--- src/rtl/edrle_pkg.sv ---
// ----------------------------------------------------------------------------
// edrle_pkg
// Shared constants and the command type passed from the run tracker to the
// byte expander of the 0xED escape run-length encoder.
// ----------------------------------------------------------------------------
package edrle_pkg;

  localparam logic [7:0] ESC_BYTE      = 8'hED;
  localparam logic [7:0] MIN_RUN_PLAIN = 8'd5;
  localparam logic [7:0] MIN_RUN_ESC   = 8'd2;
  localparam logic [7:0] RUN_CAP       = 8'd255;

  localparam int QDEPTH = 4;
  localparam int QAW    = $clog2(QDEPTH);

  // One closed run: either literal bytes (length below the threshold, so at
  // most four) or the escape sequence ED ED length value.
  typedef struct packed {
    logic [7:0] len;
    logic [7:0] val;
    logic       enc;
  } run_t;

  // Everything one input item produces: a closed run, a forced literal and
  // the end-of-page flush of the run left open.
  typedef struct packed {
    run_t       first;
    logic       lit_en;
    logic [7:0] lit_val;
    run_t       tail;
    logic       eop;
  } cmd_t;

  // Encoded runs reach the threshold; shorter ones go out as literals.
  function automatic logic run_enc(input logic [7:0] len, input logic [7:0] val);
    logic [7:0] need;
    need = (val == ESC_BYTE) ? MIN_RUN_ESC : MIN_RUN_PLAIN;
    return (len >= need);
  endfunction

  // Bytes a run puts on the stream.
  function automatic logic [2:0] run_cnt(input run_t r);
    return r.enc ? 3'd4 : r.len[2:0];
  endfunction

endpackage

--- src/rtl/edrle_front.sv ---
// ----------------------------------------------------------------------------
// edrle_front
// Tracks the open run and turns each accepted item into a command for the
// byte expander. Items that only extend a run produce no command.
// ----------------------------------------------------------------------------
module edrle_front
  import edrle_pkg::*;
(
  input  logic       clk,
  input  logic       rst_n,
  input  logic       accept,
  input  logic [7:0] data_byte,
  input  logic       end_of_page,
  output logic       push,
  output cmd_t       cmd
);

  logic [7:0] run_value_r, run_value_nxt;
  logic [7:0] run_length_r, run_length_nxt;
  logic       extend, force_lit;
  logic [7:0] open_len, open_val;

  always_comb begin
    extend    = (run_length_r != 8'd0) && (data_byte == run_value_r) &&
                (run_length_r < RUN_CAP);
    force_lit = !extend && (run_length_r != 8'd0) && (run_value_r == ESC_BYTE) &&
                (data_byte != ESC_BYTE);

    cmd         = '0;
    cmd.eop     = end_of_page;
    cmd.lit_val = data_byte;

    if (extend) begin
      open_len = run_length_r + 8'd1;
      open_val = run_value_r;
    end else begin
      cmd.first.len = run_length_r;
      cmd.first.val = run_value_r;
      cmd.first.enc = run_enc(run_length_r, run_value_r);
      cmd.lit_en    = force_lit;
      // The byte after an escape run is sent as is and opens nothing.
      open_len = force_lit ? 8'd0 : 8'd1;
      open_val = data_byte;
    end

    if (end_of_page) begin
      cmd.tail.len = open_len;
      cmd.tail.val = open_val;
      cmd.tail.enc = run_enc(open_len, open_val);
    end

    push = accept && (end_of_page || (!extend && (run_length_r != 8'd0)));

    run_value_nxt  = run_value_r;
    run_length_nxt = run_length_r;
    if (accept) begin
      run_value_nxt  = end_of_page ? 8'd0 : open_val;
      run_length_nxt = end_of_page ? 8'd0 : open_len;
    end
  end

  always_ff @(posedge clk) begin
    if (!rst_n) begin
      run_value_r  <= 8'd0;
      run_length_r <= 8'd0;
    end else begin
      run_value_r  <= run_value_nxt;
      run_length_r <= run_length_nxt;
    end
  end

endmodule

--- src/rtl/edrle_fifo.sv ---
// ----------------------------------------------------------------------------
// edrle_fifo
// Short first-word-fall-through queue of commands between the run tracker
// and the byte expander.
// ----------------------------------------------------------------------------
module edrle_fifo
  import edrle_pkg::*;
(
  input  logic clk,
  input  logic rst_n,
  input  logic push,
  input  cmd_t wr_cmd,
  input  logic pop,
  output cmd_t rd_cmd,
  output logic full,
  output logic empty
);

  cmd_t           mem_r [QDEPTH];
  logic [QAW-1:0] wr_ptr_r, rd_ptr_r;
  logic [QAW:0]   count_r;

  assign full   = (count_r == (QAW+1)'(QDEPTH));
  assign empty  = (count_r == '0);
  assign rd_cmd = mem_r[rd_ptr_r];

  always_ff @(posedge clk) begin
    if (push) begin
      mem_r[wr_ptr_r] <= wr_cmd;
    end
  end

  always_ff @(posedge clk) begin
    if (!rst_n) begin
      wr_ptr_r <= '0;
      rd_ptr_r <= '0;
      count_r  <= '0;
    end else begin
      if (push) begin
        wr_ptr_r <= wr_ptr_r + QAW'(1);
      end
      if (pop) begin
        rd_ptr_r <= rd_ptr_r + QAW'(1);
      end
      case ({push, pop})
        2'b10:   count_r <= count_r + (QAW+1)'(1);
        2'b01:   count_r <= count_r - (QAW+1)'(1);
        default: count_r <= count_r;
      endcase
    end
  end

endmodule

--- src/rtl/edrle_back.sv ---
// ----------------------------------------------------------------------------
// edrle_back
// Expands queued commands into compressed bytes in an output register, one per
// cycle unless stalled, and keeps the running compressed length of the page.
// ----------------------------------------------------------------------------
module edrle_back
  import edrle_pkg::*;
(
  input  logic        clk,
  input  logic        rst_n,
  input  logic        q_empty,
  input  cmd_t        q_cmd,
  output logic        q_pop,
  output logic        out_tvalid,
  input  logic        out_tready,
  output logic [23:0] out_tdata,
  output logic        out_tlast
);

  typedef enum logic [1:0] {PH_FIRST, PH_LIT, PH_TAIL} phase_t;

  phase_t      ph_r, ph_eff, ph_next;
  logic [1:0]  idx_r;
  logic [15:0] count_r;
  logic        out_valid_r, out_last_r;
  logic [7:0]  out_byte_r;
  logic [15:0] out_total_r;

  logic [2:0]  cnt_first, cnt_tail, cnt_eff;
  logic        has_first, has_tail;
  run_t        run_eff;
  logic [7:0]  byte_nxt;
  logic        advance, phase_done, cmd_done;
  logic [15:0] count_inc;

  assign count_inc = count_r + 16'd1;

  always_comb begin
    cnt_first = run_cnt(q_cmd.first);
    cnt_tail  = run_cnt(q_cmd.tail);
    has_first = (cnt_first != 3'd0);
    has_tail  = (cnt_tail != 3'd0);

    // Skip phases with nothing to send.
    case (ph_r)
      PH_FIRST: ph_eff = has_first ? PH_FIRST : (q_cmd.lit_en ? PH_LIT : PH_TAIL);
      PH_LIT:   ph_eff = q_cmd.lit_en ? PH_LIT : PH_TAIL;
      default:  ph_eff = PH_TAIL;
    endcase

    run_eff = (ph_eff == PH_FIRST) ? q_cmd.first : q_cmd.tail;
    cnt_eff = (ph_eff == PH_LIT) ? 3'd1 : run_cnt(run_eff);

    if (ph_eff == PH_LIT) begin
      byte_nxt = q_cmd.lit_val;
    end else if (run_eff.enc) begin
      case (idx_r)
        2'd0, 2'd1: byte_nxt = ESC_BYTE;
        2'd2:       byte_nxt = run_eff.len;
        default:    byte_nxt = run_eff.val;
      endcase
    end else begin
      byte_nxt = run_eff.val;
    end

    phase_done = ({1'b0, idx_r} == cnt_eff - 3'd1);

    case (ph_eff)
      PH_FIRST: begin
        ph_next  = q_cmd.lit_en ? PH_LIT : PH_TAIL;
        cmd_done = phase_done && !q_cmd.lit_en && !has_tail;
      end
      PH_LIT: begin
        ph_next  = PH_TAIL;
        cmd_done = phase_done && !has_tail;
      end
      default: begin
        ph_next  = PH_FIRST;
        cmd_done = phase_done;
      end
    endcase

    advance = !q_empty && (!out_valid_r || out_tready);
    q_pop   = advance && cmd_done;
  end

  always_ff @(posedge clk) begin
    if (!rst_n) begin
      ph_r        <= PH_FIRST;
      idx_r       <= 2'd0;
      count_r     <= 16'd0;
      out_valid_r <= 1'b0;
      out_last_r  <= 1'b0;
      out_byte_r  <= 8'd0;
      out_total_r <= 16'd0;
    end else begin
      if (advance) begin
        out_valid_r <= 1'b1;
        out_byte_r  <= byte_nxt;
        out_total_r <= count_inc;
        out_last_r  <= cmd_done && q_cmd.eop;
        count_r     <= (cmd_done && q_cmd.eop) ? 16'd0 : count_inc;
        if (cmd_done) begin
          ph_r  <= PH_FIRST;
          idx_r <= 2'd0;
        end else if (phase_done) begin
          ph_r  <= ph_next;
          idx_r <= 2'd0;
        end else begin
          ph_r  <= ph_eff;
          idx_r <= idx_r + 2'd1;
        end
      end else if (out_tready) begin
        out_valid_r <= 1'b0;
      end
    end
  end

  assign out_tvalid = out_valid_r;
  assign out_tdata  = {out_total_r, out_byte_r};
  assign out_tlast  = out_last_r;

endmodule

--- src/rtl/ed_escape_rle_encoder.sv ---
// ----------------------------------------------------------------------------
// ed_escape_rle_encoder
// Run-length encoder with 0xED as escape byte, one page byte per input item
// and one compressed byte per output item.
// ----------------------------------------------------------------------------
// Each item's command passes through the command queue to the output register.
// Throughput: one input item per cycle while the 4-entry command queue has
// room; the expander sends one byte per cycle when not stalled, 0 to 5 bytes
// per item, so the output byte rate sets the sustained item rate.
// Reset: synchronous, active low; clears run state, queue and page byte count.
module ed_escape_rle_encoder
  import edrle_pkg::*;
(
  input  logic        clk,
  input  logic        rst_n,
  input  logic        in_tvalid,
  output logic        in_tready,
  input  logic [7:0]  in_tdata,   // [7:0] data_byte
  input  logic        in_tlast,   // end_of_page
  output logic        out_tvalid,
  input  logic        out_tready,
  output logic [23:0] out_tdata,  // [7:0] code_byte, [23:8] total_length
  output logic        out_tlast   // last_byte
);

  logic accept, push, pop, full, empty;
  cmd_t wr_cmd, rd_cmd;

  assign in_tready = !full;
  assign accept    = in_tvalid && in_tready;

  edrle_front u_front (
    .clk         (clk),
    .rst_n       (rst_n),
    .accept      (accept),
    .data_byte   (in_tdata),
    .end_of_page (in_tlast),
    .push        (push),
    .cmd         (wr_cmd)
  );

  edrle_fifo u_fifo (
    .clk    (clk),
    .rst_n  (rst_n),
    .push   (push),
    .wr_cmd (wr_cmd),
    .pop    (pop),
    .rd_cmd (rd_cmd),
    .full   (full),
    .empty  (empty)
  );

  edrle_back u_back (
    .clk        (clk),
    .rst_n      (rst_n),
    .q_empty    (empty),
    .q_cmd      (rd_cmd),
    .q_pop      (pop),
    .out_tvalid (out_tvalid),
    .out_tready (out_tready),
    .out_tdata  (out_tdata),
    .out_tlast  (out_tlast)
  );

endmodule
--- config.mk ---
export PLATFORM = sky130hd
export DESIGN_NAME = ed_escape_rle_encoder
export DESIGN_NICKNAME = d
export VERILOG_FILES = /design/src/rtl/edrle_pkg.sv /design/src/rtl/edrle_front.sv /design/src/rtl/edrle_fifo.sv /design/src/rtl/edrle_back.sv /design/src/rtl/ed_escape_rle_encoder.sv
export SDC_FILE = /design/constraint.sdc
export NUM_CORES = 1
export LEC_CHECK = 0
export BUFFER_PORTS_ARGS = -buffer_cell sky130_fd_sc_hd__buf_2
export CORE_MARGIN = 2
export CORE_UTILIZATION = 48
export CTS_CLUSTER_DIAMETER = 80
export DETAILED_ROUTE_END_ITERATION = 8
export HOLD_SLACK_MARGIN = 0.1
export SLEW_MARGIN = 10
export SYNTH_ARGS = -nofsm -noshare
export SYNTH_HDL_FRONTEND = slang
export SYNTH_HIERARCHICAL = 1
export SYNTH_SLANG_ARGS = --single-unit
--- constraint.sdc ---
create_clock -name clk -period 6.4 [get_ports clk]
set_input_delay 1.92 -clock clk [delete_from_list [all_inputs] [get_ports clk]]
set_output_delay 1.92 -clock clk [all_outputs]
set_load 0.005 [all_outputs]
==> results.yml <==
status:
  status: "finished, final reports clean"
placed_design:
  dp.cells: 1161
  port_buffers: 39
  place_hpwl_mm: 15.0
  dp_slack_ns: 0.887
  gp_congestion: 0.819
power:
  comb_power_share_pct: 8.0
  p_int_uw: 2890
  clkPwrFrac_pct: 43.5
  swShare_pct: 22.0
  ir_drop_uv: 191
  p_per_area_nw_per_um2: 296
  total_power_uw: 3700
  p_seq_share_pct: 48.5
  p_leak_uw: 0.00419
  p_switching_uw: 813
clock_network:
  cts_sinks: 247
  cts_max_path_buffers: 3
  cts_tree: "built"
  ctsResizeCount: 0
  insertion_delay_ns: 0.52
  cts-root-buf: "clkbuf_16"
  ctsHtreeMaxLevel: 1
  cts_setup_buffers: 0
  postCtsHoldBufs: 0
  numCtsBuffers: 26
  clkTransAtPathRegs_ns: 0.06
timing:
  skew_ns: 0.00802
  hold-worst-slack_ns: 0.455
  setup_viol: 0
  setup_tns_ns: 0
  maxSlewHeadroom_pct: 52.3
  final_hold_viol_count: 0
  max_freq_mhz: 182
  final_max_slew_viol_count: 0
  grt_setup_unrepaired: "false"
  period_needed_ns: 5.49
  layout_setup_ws_ns: 0.912
  period_share_pct: 85.8
  tightest_slew_ns: 0.715
min_path:
  min-delay-start: "u_back/out_total_r[1]$_SDFFE_PN0P_"
  min_path_type: "reg2reg"
  min_to: "u_back/out_total_r[1]$_SDFFE_PN0P_"
  hold_depth: 2
floorplanning:
  io-pin-count: 40
  core-area_sq_um: 22800
  num_rows: 55
  die_w_microns: 157
  die_h_microns: 157
  die_area_sq_um: 24700
  start_util_pct: 49.2
grt:
  antenna_found_initial: 0
  grt_use_total_pct: 19.5
  grt_pass1_vias: 6956
  grt_pass1_wl_mm: 37.4
  grt_max_degree: 66
  gr-total-overflow: 0
worst_setup_path:
  cp.required_ns: 6.83
  r2r_setup_slack_ns: 0.91
  worstSetupEndpointType: "register"
  slowest_stage: "mux4_1"
  crit_arrival_ns: 5.92
  critical-path-max-stage-delay_ns: 0.71
  crit_fanout: 11
  r2r_cells: 16
  crit_chain: "mux4_1 -> nor4_2 -> nand2b_1 -> a31oi_1 -> or2_2 -> ha_1 -> or3_1 -> a2111oi_4 -> o21ai_2 -> nor2_1 -> ha_1 -> inv_1 -> fa_1 -> xor2_1 -> or3_1 -> a21boi_0"
  criticalPathCategory: "reg2reg"
  worstReg2RegEnd: "u_fifo/count_r[2]$_SDFFE_PN0P_"
  startpoint_type: "register"
routing:
  drc_errors: 0
  met3_length_mm: 1.31
  dr.pass1.iters: 5
  wl_per_cell_microns: 19.4
  wl_mm: 23.4
  route.met2.wl_mm: 11.4
  via_count: 7037
  top_layer: "met4"
  drt_iter0_drc: 610
  met1_length_mm: 10.2
  viasPerCell: 5.82
  postRouteAntennaNets: 0
job:
  max_cap_violations: 0
logic_synthesis:
  yosysMostFrequentCell: "edfxtp_1"
  synth_nets: 888
  muxShareOfSynthArea_pct: 9.74
  synth_edf_count: 176
  synth_top_cell_area_share_pct: 47.0
  ys_seq_area_share_pct: 59.7
  ys_seq_elements: 247
  syn_area_sq_um: 11200
  synth_xor_area_share_pct: 2.49
  yosysUniqueCellTypes: 71
  synthSimpleGateAreaFrac_pct: 13.2
  ys.flop_type: "edfxtp_1"
  synth-async-reset-ratio_pct: 0
  synthAdderAreaFrac_pct: 2.29
  synth_area_leader_cell: "edfxtp_1"
  synth_compound_area_share_pct: 8.28
  synth_common_cells: "edfxtp_1, dfxtp_1, nand2_1"
  postSynthAreaPerCell_sq_um: 13.1
  synthTopCellsByArea: "edfxtp_1, dfxtp_1, mux4_2"
  post_synth_inst_count: 855
  synth_top_family_by_area: "simple AND/OR/NAND/NOR gates"
  synth_warnings: 6
finish:
  syn2layout_area_growth_pct: 11.1
  drive_gt1_share_pct: 18.8
  n_antenna_cell: 0
  num-nets-final: 909
  instances_no_fill: 1209
==> cell families after synthesis <==
family | count (synthesis)
compound gates | 140
simple gates | 277
buf+inv | 87
mux | 52
xor+xnor | 32
flops | 247
fa+ha+maj | 20
==> layout by cell type, fill, tap and decap left out, types with 6 or more instances in the layout <==
master	synthesis	routed
nor3_1	10	10
xnor2_1	17	17
dfxtp_1	71	69
xor2_1	15	15
nand2b_1	7	7
clkbuf_16	0	27
inv_1	26	26
buf_4	12	14
o211ai_1	8	8
a31oi_1	7	7
bufinv_16	0	6
a311oi_1	7	7
mux2_2	7	7
nand3b_1	6	6
nand3_1	29	29
a21oi_1	37	37
and3_1	12	12
o21ai_0	30	30
mux4_2	40	40
nor2_1	49	49
ha_1	19	19
buf_2	10	39
nand2_1	68	68
o22ai_1	9	9
clkinv_1	1	7
nand4_1	14	14
a2111oi_0	6	6
edfxtp_1	176	176
and2_1	35	31
==> worst max-delay path by stage <==
stage          startpoint                              to  slack, ns  cells past startpoint
2_1_floorplan    register  u_fifo/count_r[2]$_SDFFE_PN0P_       1.37                     18
4_1_cts          register  u_fifo/count_r[2]$_SDFFE_PN0P_       0.87                     16
3_3_place_gp     register  u_fifo/count_r[2]$_SDFFE_PN0P_       1.07                     16
3_5_place_dp     register  u_fifo/count_r[2]$_SDFFE_PN0P_       0.89                     16
5_1_grt          register  u_fifo/count_r[2]$_SDFFE_PN0P_       0.45                     16
6_report         register  u_fifo/count_r[2]$_SDFFE_PN0P_       0.91                     16
==> flip-flops by register name, summed over array words and instances, names as in the netlist, named ones only <==
name / cells
u_back/out_tvalid: 1
u_back/out_tlast: 1
u_back/count_r: 16
u_fifo/wr_ptr_r: 2
u_back/ph_r: 2
u_back/idx_r: 2
u_back/out_byte_r: 8
u_front/run_length_r: 8
u_fifo/rd_ptr_r: 2
u_back/out_total_r: 16
u_front/run_value_r: 8
u_fifo/mem_r: 176
u_fifo/count_r: 3
==> critical path: cells and delay by family (launching register included) <==
kind            cells  cell delay (ns)
xor+xnor            1             0.16
fa+ha+maj           3             0.83
buf+inv             1             0.07
compound gates      4             0.88
flops               1             0.52
mux                 1             0.71
simple gates        6             2.24
==> power groups by stage <==
stage | Sequential, uW | Combinational (uW) | Clock, uW
5_1_grt | 1800 | 328 | 1700
3_5_place_dp | 1830 | 295 | 0
3_3_place_gp | 1830 | 287 | 0
4_1_cts | 1800 | 297 | 1640
6_report | 1800 | 295 | 1610
2_1_floorplan | 1830 | 197 | 0
==> routing by layer <==
metal  vias to the layer above  track usage [%]
li1                       3248                -
met1                      3549             26.5
met2                       204             32.8
met3                        36             3.11
met4                         0             5.06
met5                         -                0
==> through the flow <==
stage,cell area (sq um),util [%]
after global placement,11600,50.6
after CTS,12500,54.7
after global routing,12500,54.7
after floorplan,11200,-
final,12500,54.7
after detailed placement,11600,50.6
==> layout make-up <==
class / instances / area, sq um
fill: 1899 / 10400
inverter: 27 / 101
clock buffer: 30 / 687
multi-input combinational: 521 / 4060
sequential: 247 / 6710
tap: 313 / 392
clock inverter: 18 / 241
timing repair buffer: 53 / 300
No activity file was read; power rests on OpenSTA's default activity.
